==> src/hdl/lps_pkg.sv <==
// Shared types, command codes and field layout for the LED pattern sequencer.
// No dependencies; imported by lps_ramp and the top level.
package lps_pkg;

    // Default sizes, handed to the top level parameters
    localparam int STEP_DEPTH_DEF    = 64;
    localparam int SET_DEPTH_DEF     = 16;
    localparam int DURATION_BITS_DEF = 16;

    // Field widths fixed by the stream format
    localparam int CMD_W   = 2;
    localparam int IDX_W   = 6;
    localparam int DUTY_W  = 8;
    localparam int DUR_IN_W = 16;
    localparam int STEP_W  = 6;
    localparam int REPS_W  = 8;
    localparam int NEXT_W  = 4;
    localparam int ASET_W  = 4;

    // Wide enough to hold any depth up to 256 plus one
    localparam int WIDE_IX_W = 9;

    localparam int S_TDATA_W = 64;
    localparam int M_TDATA_W = 24;

    // Input beat layout (tdata), lowest bit first
    localparam int IN_IDX_LSB   = 0;
    localparam int IN_LVL_BIT   = 6;
    localparam int IN_START_LSB = 7;
    localparam int IN_END_LSB   = 15;
    localparam int IN_DUR_LSB   = 23;
    localparam int IN_FIRST_LSB = 39;
    localparam int IN_LAST_LSB  = 45;
    localparam int IN_REPS_LSB  = 51;
    localparam int IN_NEXT_LSB  = 59;

    // Set entry layout in the set memory
    localparam int SET_ENTRY_W = 24;
    localparam int SE_FIRST_LSB = 0;
    localparam int SE_LAST_LSB  = 6;
    localparam int SE_REPS_LSB  = 12;
    localparam int SE_NEXT_LSB  = 20;

    localparam logic [DUTY_W-1:0] DUTY_FULL = 8'd255;
    localparam logic [REPS_W-1:0] REPS_MAX  = 8'd255;

    // Commands carried in tuser
    typedef enum logic [CMD_W-1:0] {
        CMD_TICK      = 2'd0,
        CMD_WR_STEP   = 2'd1,
        CMD_WR_SET    = 2'd2,
        CMD_RESTART   = 2'd3
    } lps_cmd_t;

    // Configuration register indexes
    localparam int CFG_IDX_W = 1;
    localparam logic [CFG_IDX_W-1:0] CFG_INVERT = 1'd0;
    localparam logic [CFG_IDX_W-1:0] CFG_PWM    = 1'd1;

    // Sequencer states
    typedef enum logic [3:0] {
        ST_IDLE,
        ST_TCHK,
        ST_ADV,
        ST_CHAIN,
        ST_RST,
        ST_EVAL,
        ST_GO,
        ST_WAIT,
        ST_DONE
    } lps_state_t;

endpackage

==> src/hdl/lps_ram.sv <==
// Generic simple dual-port RAM: one write port, one read port, registered read.
// No dependencies.
module lps_ram #(
    parameter int WIDTH = 8,
    parameter int DEPTH = 16,
    localparam int AW = (DEPTH > 1) ? $clog2(DEPTH) : 1
) (
    input  logic             aclk,
    input  logic             wr_en,
    input  logic [AW-1:0]    wr_addr,
    input  logic [WIDTH-1:0] wr_data,
    input  logic [AW-1:0]    rd_addr,
    output logic [WIDTH-1:0] rd_data
);

    logic [WIDTH-1:0] mem [DEPTH];
    logic [WIDTH-1:0] rd_data_reg;

    always_ff @(posedge aclk) begin
        if (wr_en) begin
            mem[wr_addr] <= wr_data;
        end
        rd_data_reg <= mem[rd_addr];
    end

    assign rd_data = rd_data_reg;

endmodule

==> src/hdl/lps_ramp.sv <==
// Ramp interpolation unit: start + (end - start) * elapsed / duration,
// truncated toward zero. One multiply, then eight restoring divide steps.
// Depends on lps_pkg.
module lps_ramp
    import lps_pkg::*;
#(
    parameter int DURATION_BITS = DURATION_BITS_DEF
) (
    input  logic                     aclk,
    input  logic                     aresetn,
    input  logic                     go,
    input  logic [DUTY_W-1:0]        start_val,
    input  logic [DUTY_W-1:0]        end_val,
    input  logic [DURATION_BITS-1:0] dur,
    input  logic [DURATION_BITS:0]   elapsed,
    output logic                     busy,
    output logic [DUTY_W-1:0]        duty
);

    localparam int NUM_W = DUTY_W + DURATION_BITS;

    logic                     busy_reg;
    logic [2:0]               cnt_reg;
    logic [NUM_W-1:0]         num_reg, num_next;
    logic [DURATION_BITS-1:0] dur_reg;
    logic [DUTY_W-1:0]        start_reg;
    logic                     neg_reg;
    logic                     zero_reg;
    logic [DUTY_W-1:0]        q_reg, q_next;

    logic [DUTY_W:0]          diff;
    logic [DUTY_W:0]          mag9;
    logic [DURATION_BITS-1:0] e_clamp;
    logic [NUM_W-1:0]         shifted;

    // Operand set-up: signed difference and elapsed clamped to the duration
    always_comb begin
        diff    = {1'b0, end_val} - {1'b0, start_val};
        mag9    = diff[DUTY_W] ? (~diff + 1'b1) : diff;
        e_clamp = (elapsed > {1'b0, dur}) ? dur : elapsed[DURATION_BITS-1:0];
    end

    // One restoring step: quotient is below 256 since elapsed <= duration
    always_comb begin
        shifted  = {{DUTY_W{1'b0}}, dur_reg} << cnt_reg;
        num_next = num_reg;
        q_next   = q_reg;
        if (num_reg >= shifted) begin
            num_next        = num_reg - shifted;
            q_next[cnt_reg] = 1'b1;
        end
    end

    always_ff @(posedge aclk) begin
        if (!aresetn) begin
            busy_reg <= 1'b0;
            cnt_reg  <= '0;
        end else if (go) begin
            busy_reg <= 1'b1;
            cnt_reg  <= 3'd7;
        end else if (busy_reg) begin
            cnt_reg <= cnt_reg - 3'd1;
            if (cnt_reg == 3'd0) begin
                busy_reg <= 1'b0;
            end
        end
    end

    always_ff @(posedge aclk) begin
        if (go) begin
            num_reg   <= mag9[DUTY_W-1:0] * e_clamp;
            dur_reg   <= dur;
            start_reg <= start_val;
            neg_reg   <= diff[DUTY_W];
            zero_reg  <= (dur == '0);
            q_reg     <= '0;
        end else if (busy_reg) begin
            num_reg <= num_next;
            q_reg   <= q_next;
        end
    end

    // Zero duration holds the start value
    always_comb begin
        if (zero_reg) begin
            duty = start_reg;
        end else if (neg_reg) begin
            duty = start_reg - q_reg;
        end else begin
            duty = start_reg + q_reg;
        end
    end

    assign busy = busy_reg;

endmodule

==> src/hdl/led_pattern_sequencer_top.sv <==
// LED pattern sequencer: top level with the step/set memories and sequencer.
// Depends on lps_pkg, lps_ram and lps_ramp.
//
// Usage:
//   The s_ channel carries commands: tuser holds the command (tick of one
//   millisecond, write step, write set, restart set), tdata the entry fields.
//   Every accepted beat yields exactly one m_ beat with the LED drive, PWM
//   duty, active step and active set as they stand after the command.
//   cfg_wr_en/cfg_index/cfg_wdata write invert_output (0) and pwm_mode (1);
//   write them only while no command is in flight.
//   Throughput: one command at a time. A tick passes ST_TCHK, then ST_ADV
//   when its step time has run out and ST_CHAIN when it also chains to
//   another set; a restart to a stored set passes ST_RST; each command then
//   runs ST_EVAL, ST_GO, ST_WAIT and ST_DONE. The step and set memory reads
//   are registered and the ramp divider runs eight restoring steps.
//   The result waits in an output register; if the receiver stalls, the next
//   command is still accepted and finishes into that register once free.
//   Reset (aresetn low, synchronous) clears the step, set, repeat and time
//   state and both config registers; memory contents are kept and must be
//   written before use.
module led_pattern_sequencer_top
    import lps_pkg::*;
#(
    parameter int STEP_DEPTH    = STEP_DEPTH_DEF,
    parameter int SET_DEPTH     = SET_DEPTH_DEF,
    parameter int DURATION_BITS = DURATION_BITS_DEF
) (
    input  logic                  aclk,
    input  logic                  aresetn,
    // Input beats
    input  logic                  s_tvalid,
    output logic                  s_tready,
    // [5:0] entry_index, [6] step_level, [14:7] step_start_value,
    // [22:15] step_end_value, [38:23] step_duration, [44:39] set_first_step,
    // [50:45] set_last_step, [58:51] set_repeats, [62:59] set_next, [63] zero
    input  logic [S_TDATA_W-1:0]  s_tdata,
    // [1:0] cmd
    input  logic [CMD_W-1:0]      s_tuser,
    // Result beats
    output logic                  m_tvalid,
    input  logic                  m_tready,
    // [0] pin_level, [8:1] duty_value, [14:9] active_step, [18:15] active_set,
    // [23:19] zero
    output logic [M_TDATA_W-1:0]  m_tdata,
    // Configuration writes
    input  logic                  cfg_wr_en,
    input  logic [CFG_IDX_W-1:0]  cfg_index,
    input  logic                  cfg_wdata
);

    localparam int STEP_AW = (STEP_DEPTH > 1) ? $clog2(STEP_DEPTH) : 1;
    localparam int SET_AW  = (SET_DEPTH > 1) ? $clog2(SET_DEPTH) : 1;
    localparam int STEP_ENTRY_W = 1 + 2 * DUTY_W + DURATION_BITS;
    localparam int SE_START_LSB = 1;
    localparam int SE_END_LSB   = 1 + DUTY_W;
    localparam int SE_DUR_LSB   = 1 + 2 * DUTY_W;
    localparam logic [WIDE_IX_W-1:0] STEP_LIM = WIDE_IX_W'(STEP_DEPTH);
    localparam logic [WIDE_IX_W-1:0] SET_LIM  = WIDE_IX_W'(SET_DEPTH);

    // ------------------------------------------------------------------
    // State
    lps_state_t               state_reg, state_next;
    logic [STEP_W-1:0]        cur_step_reg, cur_step_next;
    logic [IDX_W-1:0]         cur_set_reg, cur_set_next;
    logic [REPS_W-1:0]        rep_reg, rep_next;
    logic [DURATION_BITS:0]   elapsed_reg, elapsed_next;
    logic [IDX_W-1:0]         idx_reg, idx_next;
    logic                     invert_reg, pwm_reg;
    logic                     step_hit_reg, set_hit_reg;
    logic                     level_reg, level_next;
    logic                     m_tvalid_reg;
    logic [M_TDATA_W-1:0]     m_tdata_reg;
    logic                     out_load;

    // Memory ports
    logic                     step_wr_en, set_wr_en;
    logic [STEP_AW-1:0]       step_wr_addr, step_rd_addr;
    logic [SET_AW-1:0]        set_wr_addr, set_rd_addr;
    logic [STEP_ENTRY_W-1:0]  step_wr_data, step_rd_data, step_q;
    logic [SET_ENTRY_W-1:0]   set_wr_data, set_rd_data, set_q;
    logic [WIDE_IX_W-1:0]     set_rd_wide;

    // Decoded input beat
    logic                     in_accept;
    lps_cmd_t                 in_cmd;
    logic [WIDE_IX_W-1:0]     in_ix_wide;
    logic [31:0]              in_dur32;

    // Ramp unit
    logic                     ramp_go, ramp_busy;
    logic [DUTY_W-1:0]        ramp_duty;

    // Fields of the entries just read
    logic [DURATION_BITS-1:0] q_dur;
    logic [STEP_W-1:0]        q_first, q_last;
    logic [REPS_W-1:0]        q_reps;
    logic [NEXT_W-1:0]        q_next_set;

    // Advance arithmetic
    logic [STEP_W:0]          step_p1;
    logic                     wrap;
    logic [REPS_W-1:0]        rep_inc, rep_adv;
    logic [DUTY_W-1:0]        duty_out;
    logic                     pin_out;

    assign in_accept  = s_tvalid && s_tready;
    assign in_cmd     = lps_cmd_t'(s_tuser);
    assign in_ix_wide = {{(WIDE_IX_W - IDX_W){1'b0}}, s_tdata[IN_IDX_LSB +: IDX_W]};
    assign in_dur32   = {16'b0, s_tdata[IN_DUR_LSB +: DUR_IN_W]};

    // ------------------------------------------------------------------
    // Memory writes straight from the accepted beat
    assign step_wr_en   = in_accept && (in_cmd == CMD_WR_STEP) && (in_ix_wide < STEP_LIM);
    assign step_wr_addr = in_ix_wide[STEP_AW-1:0];
    assign step_wr_data = {in_dur32[DURATION_BITS-1:0],
                           s_tdata[IN_END_LSB +: DUTY_W],
                           s_tdata[IN_START_LSB +: DUTY_W],
                           s_tdata[IN_LVL_BIT]};

    assign set_wr_en    = in_accept && (in_cmd == CMD_WR_SET) && (in_ix_wide < SET_LIM);
    assign set_wr_addr  = in_ix_wide[SET_AW-1:0];
    assign set_wr_data  = {s_tdata[IN_NEXT_LSB +: NEXT_W],
                           s_tdata[IN_REPS_LSB +: REPS_W],
                           s_tdata[IN_LAST_LSB +: STEP_W],
                           s_tdata[IN_FIRST_LSB +: STEP_W]};

    // Step memory is always read at the current step
    assign step_rd_addr = WIDE_IX_W'(cur_step_reg) < STEP_LIM
                        ? step_rd_addr_of(cur_step_reg) : '0;

    function automatic logic [STEP_AW-1:0] step_rd_addr_of(input logic [STEP_W-1:0] s);
        logic [WIDE_IX_W-1:0] w;
        w = {{(WIDE_IX_W - STEP_W){1'b0}}, s};
        return w[STEP_AW-1:0];
    endfunction

    assign set_rd_addr = set_rd_wide[SET_AW-1:0];

    // Entries outside the stores read as zero
    assign step_q = step_hit_reg ? step_rd_data : '0;
    assign set_q  = set_hit_reg ? set_rd_data : '0;

    assign q_dur      = step_q[SE_DUR_LSB +: DURATION_BITS];
    assign q_first    = set_q[SE_FIRST_LSB +: STEP_W];
    assign q_last     = set_q[SE_LAST_LSB +: STEP_W];
    assign q_reps     = set_q[SE_REPS_LSB +: REPS_W];
    assign q_next_set = set_q[SE_NEXT_LSB +: NEXT_W];

    lps_ram #(
        .WIDTH (STEP_ENTRY_W),
        .DEPTH (STEP_DEPTH)
    ) u_step_ram (
        .aclk    (aclk),
        .wr_en   (step_wr_en),
        .wr_addr (step_wr_addr),
        .wr_data (step_wr_data),
        .rd_addr (step_rd_addr),
        .rd_data (step_rd_data)
    );

    lps_ram #(
        .WIDTH (SET_ENTRY_W),
        .DEPTH (SET_DEPTH)
    ) u_set_ram (
        .aclk    (aclk),
        .wr_en   (set_wr_en),
        .wr_addr (set_wr_addr),
        .wr_data (set_wr_data),
        .rd_addr (set_rd_addr),
        .rd_data (set_rd_data)
    );

    lps_ramp #(
        .DURATION_BITS (DURATION_BITS)
    ) u_ramp (
        .aclk      (aclk),
        .aresetn   (aresetn),
        .go        (ramp_go),
        .start_val (step_q[SE_START_LSB +: DUTY_W]),
        .end_val   (step_q[SE_END_LSB +: DUTY_W]),
        .dur       (q_dur),
        .elapsed   (elapsed_reg),
        .busy      (ramp_busy),
        .duty      (ramp_duty)
    );

    // ------------------------------------------------------------------
    // Advance: next step, wrap and repeat counting
    always_comb begin
        step_p1 = {1'b0, cur_step_reg} + 1'b1;
        wrap    = step_p1 > {1'b0, q_last};
        rep_inc = (rep_reg == REPS_MAX) ? rep_reg : rep_reg + 1'b1;
        rep_adv = wrap ? rep_inc : rep_reg;
    end

    // Result of the current step after inversion: the pin in level mode, the duty in PWM mode
    always_comb begin
        pin_out  = pwm_reg ? 1'b0 : (level_reg ^ invert_reg);
        duty_out = '0;
        if (pwm_reg) begin
            duty_out = invert_reg ? (DUTY_FULL - ramp_duty) : ramp_duty;
        end
    end

    assign out_load = (state_reg == ST_DONE) && (!m_tvalid_reg || m_tready);

    // ------------------------------------------------------------------
    // Sequencer: next state and state updates
    always_comb begin
        state_next    = state_reg;
        cur_step_next = cur_step_reg;
        cur_set_next  = cur_set_reg;
        rep_next      = rep_reg;
        elapsed_next  = elapsed_reg;
        idx_next      = idx_reg;
        level_next    = level_reg;
        set_rd_wide   = {{(WIDE_IX_W - IDX_W){1'b0}}, cur_set_reg};
        ramp_go       = 1'b0;
        s_tready      = (state_reg == ST_IDLE);

        unique case (state_reg)
            ST_IDLE: begin
                set_rd_wide = in_ix_wide;
                if (in_accept) begin
                    idx_next = s_tdata[IN_IDX_LSB +: IDX_W];
                    unique case (in_cmd)
                        CMD_TICK: begin
                            if (elapsed_reg != '1) begin
                                elapsed_next = elapsed_reg + 1'b1;
                            end
                            state_next = ST_TCHK;
                        end
                        CMD_RESTART: begin
                            state_next = (in_ix_wide < SET_LIM) ? ST_RST : ST_EVAL;
                        end
                        default: begin
                            state_next = ST_EVAL;
                        end
                    endcase
                end
            end
            ST_TCHK: begin
                // step entry read at the current step is here
                set_rd_wide = {{(WIDE_IX_W - IDX_W){1'b0}}, cur_set_reg};
                state_next  = (elapsed_reg > {1'b0, q_dur}) ? ST_ADV : ST_EVAL;
            end
            ST_ADV: begin
                elapsed_next = '0;
                set_rd_wide  = {{(WIDE_IX_W - NEXT_W){1'b0}}, q_next_set};
                if (rep_adv >= q_reps) begin
                    cur_set_next = {{(IDX_W - NEXT_W){1'b0}}, q_next_set};
                    rep_next     = '0;
                    state_next   = ST_CHAIN;
                end else begin
                    cur_step_next = wrap ? q_first : step_p1[STEP_W-1:0];
                    rep_next      = rep_adv;
                    state_next    = ST_EVAL;
                end
            end
            ST_CHAIN: begin
                cur_step_next = q_first;
                state_next    = ST_EVAL;
            end
            ST_RST: begin
                cur_set_next  = idx_reg;
                cur_step_next = q_first;
                elapsed_next  = '0;
                rep_next      = '0;
                state_next    = ST_EVAL;
            end
            ST_EVAL: begin
                // read issued at the (updated) current step
                state_next = ST_GO;
            end
            ST_GO: begin
                ramp_go    = 1'b1;
                level_next = step_q[0];
                state_next = ST_WAIT;
            end
            ST_WAIT: begin
                if (!ramp_busy) begin
                    state_next = ST_DONE;
                end
            end
            ST_DONE: begin
                if (out_load) begin
                    state_next = ST_IDLE;
                end
            end
            default: begin
                state_next = ST_IDLE;
            end
        endcase
    end

    always_ff @(posedge aclk) begin
        if (!aresetn) begin
            state_reg    <= ST_IDLE;
            cur_step_reg <= '0;
            cur_set_reg  <= '0;
            rep_reg      <= '0;
            elapsed_reg  <= '0;
            invert_reg   <= 1'b0;
            pwm_reg      <= 1'b0;
            m_tvalid_reg <= 1'b0;
        end else begin
            state_reg    <= state_next;
            cur_step_reg <= cur_step_next;
            cur_set_reg  <= cur_set_next;
            rep_reg      <= rep_next;
            elapsed_reg  <= elapsed_next;
            // configuration writes
            if (cfg_wr_en) begin
                case (cfg_index)
                    CFG_INVERT: invert_reg <= cfg_wdata;
                    CFG_PWM:    pwm_reg    <= cfg_wdata;
                    default:    ;
                endcase
            end
            // output register handshake
            if (out_load) begin
                m_tvalid_reg <= 1'b1;
            end else if (m_tready) begin
                m_tvalid_reg <= 1'b0;
            end
        end
    end

    // Payload and read-range flags, aligned with the registered memory reads
    always_ff @(posedge aclk) begin
        idx_reg      <= idx_next;
        level_reg    <= level_next;
        step_hit_reg <= WIDE_IX_W'(cur_step_reg) < STEP_LIM;
        set_hit_reg  <= set_rd_wide < SET_LIM;
        if (out_load) begin
            m_tdata_reg <= {{(M_TDATA_W - 1 - DUTY_W - STEP_W - ASET_W){1'b0}},
                            cur_set_reg[ASET_W-1:0], cur_step_reg, duty_out, pin_out};
        end
    end

    assign m_tvalid = m_tvalid_reg;
    assign m_tdata  = m_tdata_reg;

`ifndef SYNTHESIS
    // One command at a time: no beat is taken right after one was accepted
    a_one_in_flight: assert property (@(posedge aclk) disable iff (!aresetn)
        s_tvalid && s_tready |=> !s_tready)
        else $error("input accepted while a command is in flight");

    // An advance always restarts the step time
    a_adv_clears_time: assert property (@(posedge aclk) disable iff (!aresetn)
        state_reg == ST_ADV |=> elapsed_reg == '0)
        else $error("elapsed time not cleared on advance");

    // Results are only taken from an idle ramp unit
    a_ramp_done: assert property (@(posedge aclk) disable iff (!aresetn)
        state_reg == ST_DONE |-> !ramp_busy)
        else $error("result formed while ramp unit busy");
`endif

endmodule
==> config.mk <==
export PLATFORM = sky130hd
export DESIGN_NAME = led_pattern_sequencer_top
export DESIGN_NICKNAME = d
export VERILOG_FILES = /design/src/hdl/lps_pkg.sv /design/src/hdl/lps_ram.sv /design/src/hdl/lps_ramp.sv /design/src/hdl/led_pattern_sequencer_top.sv
export SDC_FILE = /design/constraint.sdc
export NUM_CORES = 2
export LEC_CHECK = 0
export ABC_AREA = 1
export BUFFER_PORTS_ARGS = -buffer_cell sky130_fd_sc_hd__buf_2
export CELL_PAD_IN_SITES_DETAIL_PLACEMENT = 0
export CELL_PAD_IN_SITES_GLOBAL_PLACEMENT = 1
export CORE_MARGIN = 3
export CORE_UTILIZATION = 49
export CTS_BUF_LIST = sky130_fd_sc_hd__clkbuf_4
export CTS_CLUSTER_SIZE = 14
export DETAILED_ROUTE_END_ITERATION = 12
export GPL_ROUTABILITY_DRIVEN = 0
export PLACE_DENSITY_LB_ADDON = 0.1
export RECOVER_POWER = 100
export SETUP_SLACK_MARGIN = 0.1
export SLEW_MARGIN = 5
export SYNTH_ARGS = -nofsm -noshare
export SYNTH_HDL_FRONTEND = slang
export SYNTH_SLANG_ARGS = --single-unit
==> constraint.sdc <==
create_clock -name aclk -period 7.2 [get_ports aclk]
set_input_delay 1.8 -clock aclk [delete_from_list [all_inputs] [get_ports aclk]]
set_output_delay 1.8 -clock aclk [all_outputs]
set_load 0.05 [all_outputs]
==> flow_summary.ini <==
[run_status]
status = finished with violations
violations = max-capacitance violations, max-slew violations

[global_route]
grt_pass1_vias = 74200
grt_pass1_wl_um = 476000
grt_max_degree = 257
antenna_found_initial = 26
grt_usage = 0.270
gr-total-overflow = 0

[cts]
clockBufferDepth = 4
cts_buffers = 707
clk_pin_slew_ns = 0.07
cts_setup_buffers = 0
clkLatencyLatePin_ns = 1.50
cts_root_buffer = clkbuf_4
cts_tree = built
clock_sinks = 2686
htreeDepth = 6

[die]
rows = 175
die_h_um = 486
coreArea_um2 = 228000
ios = 99
die_x_um = 486
start_util = 0.494
fp.dieArea_um2 = 236000

[critical_path]
r2r_slack_ns = 0.55
worst_setup_path_end_kind = register
start_kind = register
crit_arrival_ns = 7.59
ff2ff_path_depth = 10
path_class = reg -> reg
r2r_end = u_step_ram.mem[24][27]
r2r-start = state_reg[2]
cp.required_ns = 8.14
cp_max_fo = 17

[power]
irDropWorstVdd_mv = 0.739
p_per_area_nw_per_um2 = 381
p_leak_nw = 43.0

[sta]
slew_viol_final = 4898
setup_viol = 0
fin_tns_setup_ns = 0
hold_violations = 0
worst_pin_slew_ns = 4.01
slew_headroom = -1.67
min_period_ns = 6.65
fmax_ghz = 0.150
rsz0062_at_grt = no
finalCritPeriodShare = 0.924
hold-worst-slack_ns = 0.376
clock_skew_ns = 0.138

[finish]
seqCellArea_um2 = 79500
drive_above_1_share = 0.125
nets = 9782
area_growth_pct = 10.5
fillCellCount = 19600
multi_input_area_um2 = 29100
largest_reg_flops = 2112

[routing]
wl_um = 325000
drt_first_pass_iters = 6
drc = 0
drt_iter0_markers = 7658
vias = 76000
routedWlPerCell_um = 25.0
viasPerCell = 5.85
ant_nets = 0

[yosys]
ys_warn_count = 0
synth_edf_count = 2572
yosysSeqAreaShare = 0.705
avgSynthCellArea_um2 = 12.4
synth_cell_types = 48
netlist_area_um2 = 113000
synth_flop_cell = edfxtp_1
yosys_register_bits = 2686
async_flop_share = 0
synthCells = 9077

[run]
max_cap_violations = 140

[worst_hold_path]
worstHoldStart = u_step_ram.rd_data[27]
hold_path_class = reg -> reg
min_path_cells = 0
hold_end = u_ramp.dur_reg[10]

[placement]
portBuffers = 92
hpwl_um = 174000
[worst max path at each step]
stage                           from                endpoint  cells after the start
5_1_grt        u_step_ram.rd_data[6]      u_ramp.num_reg[18]                     30
6_report                state_reg[2]  u_step_ram.mem[24][27]                     10
4_1_cts        u_step_ram.rd_data[6]      u_ramp.num_reg[18]                     30
3_5_place_dp   u_step_ram.rd_data[6]      u_ramp.num_reg[18]                     30
2_1_floorplan  u_step_ram.rd_data[9]      u_ramp.num_reg[18]                     29
3_3_place_gp   u_step_ram.rd_data[9]      u_ramp.num_reg[18]                     30
[cells in the mapped netlist, types with 3 or more instances]
cell / n / area, um^2
ha_1: 124 / 1550
clkinv_1: 5 / 18.8
nand3b_1: 11 / 82.6
a21oi_1: 157 / 786
nor4_1: 6 / 37.5
mux2i_1: 4 / 40.0
xnor2_1: 10 / 87.6
or2_2: 4 / 25.0
nor3_1: 36 / 180
clkbuf_1: 439 / 1650
inv_1: 541 / 2030
buf_4: 22 / 165
o211ai_1: 457 / 3430
nand2_1: 697 / 2620
dfxtp_1: 114 / 2280
buf_2: 88 / 440
a211oi_1: 5 / 37.5
edfxtp_1: 2572 / 77200
o21ai_1: 15 / 75.1
o221ai_1: 265 / 2320
buf_1: 37 / 139
nand3_1: 468 / 2340
o21bai_1: 7 / 52.6
o21ai_0: 1192 / 5970
a21o_1: 11 / 82.6
nand4_1: 31 / 194
xor2_1: 23 / 201
o21a_1: 4 / 30.0
a21boi_0: 3 / 22.5
nor2_1: 1340 / 5030
o22ai_1: 266 / 1660
a31oi_1: 3 / 18.8
fa_1: 87 / 1740
nand2_2: 3 / 18.8
inv_2: 11 / 41.3
[worst max-delay path, stage by stage, from the launching register on]
cell	delay [ns]
dfxtp_1	0.34
nor2_1	0.19
nand2_1	0.25
nor2_1	0.67
inv_1	0.09
nor2_1	0.12
clkbuf_1	0.64
nand3_1	0.29
clkbuf_1	0.28
nor2_1	1.82
clkbuf_1	1.38
[placed cells by master (no fill, tap or decap), drive strengths merged, types with 105 or more instances in the layout]
cell type	synthesis	layout
nand2	701	701
o21ai	1207	1207
nor2	1344	1344
clkinv	5	105
o22ai	266	266
a21oi	159	159
o211ai	458	458
clkbuf	439	1247
ha	124	124
dfxtp	114	114
o221ai	265	265
inv	552	566
edfxtp	2572	2572
nand3	469	469
[cell families after synthesis]
group                    count (synthesis)  share of synthesized area
other                                    1                  0.0000332
flip-flops                            2686                      0.705
multiplexers                             4                   0.000355
buffers and inverters                 1143                     0.0397
adder cells (fa/ha/maj)                211                     0.0292
AO/OA/AOI/OAI                         2393                      0.129
AND/OR/NAND/NOR                       2606                     0.0941
XOR/XNOR                                33                    0.00256
[area by class of cell]
type                       count  area share
multi-input combinational   5252       0.234
tap                         3009      0.0302
inverter                     557      0.0170
antenna                       20    0.000401
clock inverter               128     0.00601
sequential                  2686       0.638
clock buffer                1042      0.0627
timing repair buffer         294      0.0124
[metal layers]
metal  wire length, um  vias to the layer above  GRT usage
met3             23700                      517     0.0483
li1                  -                    34800          -
met4              9320                       12     0.0927
met5                71                        -          0
met1            140000                    37700      0.380
met2            152000                     2993      0.427
[through the flow]
| stage | power (mW) | area (um^2) | worst slack, ns | cells | util |
|---|---|---|---|---|---|
| 2_1_floorplan | 28.8 | 113000 | 1.39 | 9081 | - |
| 3_3_place_gp | 34.7 | 117000 | 0.643 | 11800 | 0.514 |
| 3_5_place_dp | 35.0 | 117000 | 0.632 | 11800 | 0.514 |
| 4_1_cts | 47.9 | 126000 | 0.596 | 13000 | 0.551 |
| 5_1_grt | 50.3 | 125000 | 0.162 | 13000 | 0.546 |
| 6_report | 47.5 | 125000 | 0.548 | 13000 | 0.547 |
[power by group]
group / total [mW] / switching, mW / internal (mW)
Sequential: 17.9 / 0.419 / 17.5
Clock: 12.9 / 6.03 / 6.84
Combinational: 16.7 / 12.2 / 4.46
Total: 47.5 / 18.7 / 28.8
[what timing repair did]
action                                  in CTS  in global routing
endpoints found under the setup margin       0                  2
hold buffers                                 0                  0
gates resized for setup                      0                  1
Note: power is estimated with default switching activity, not from simulation.
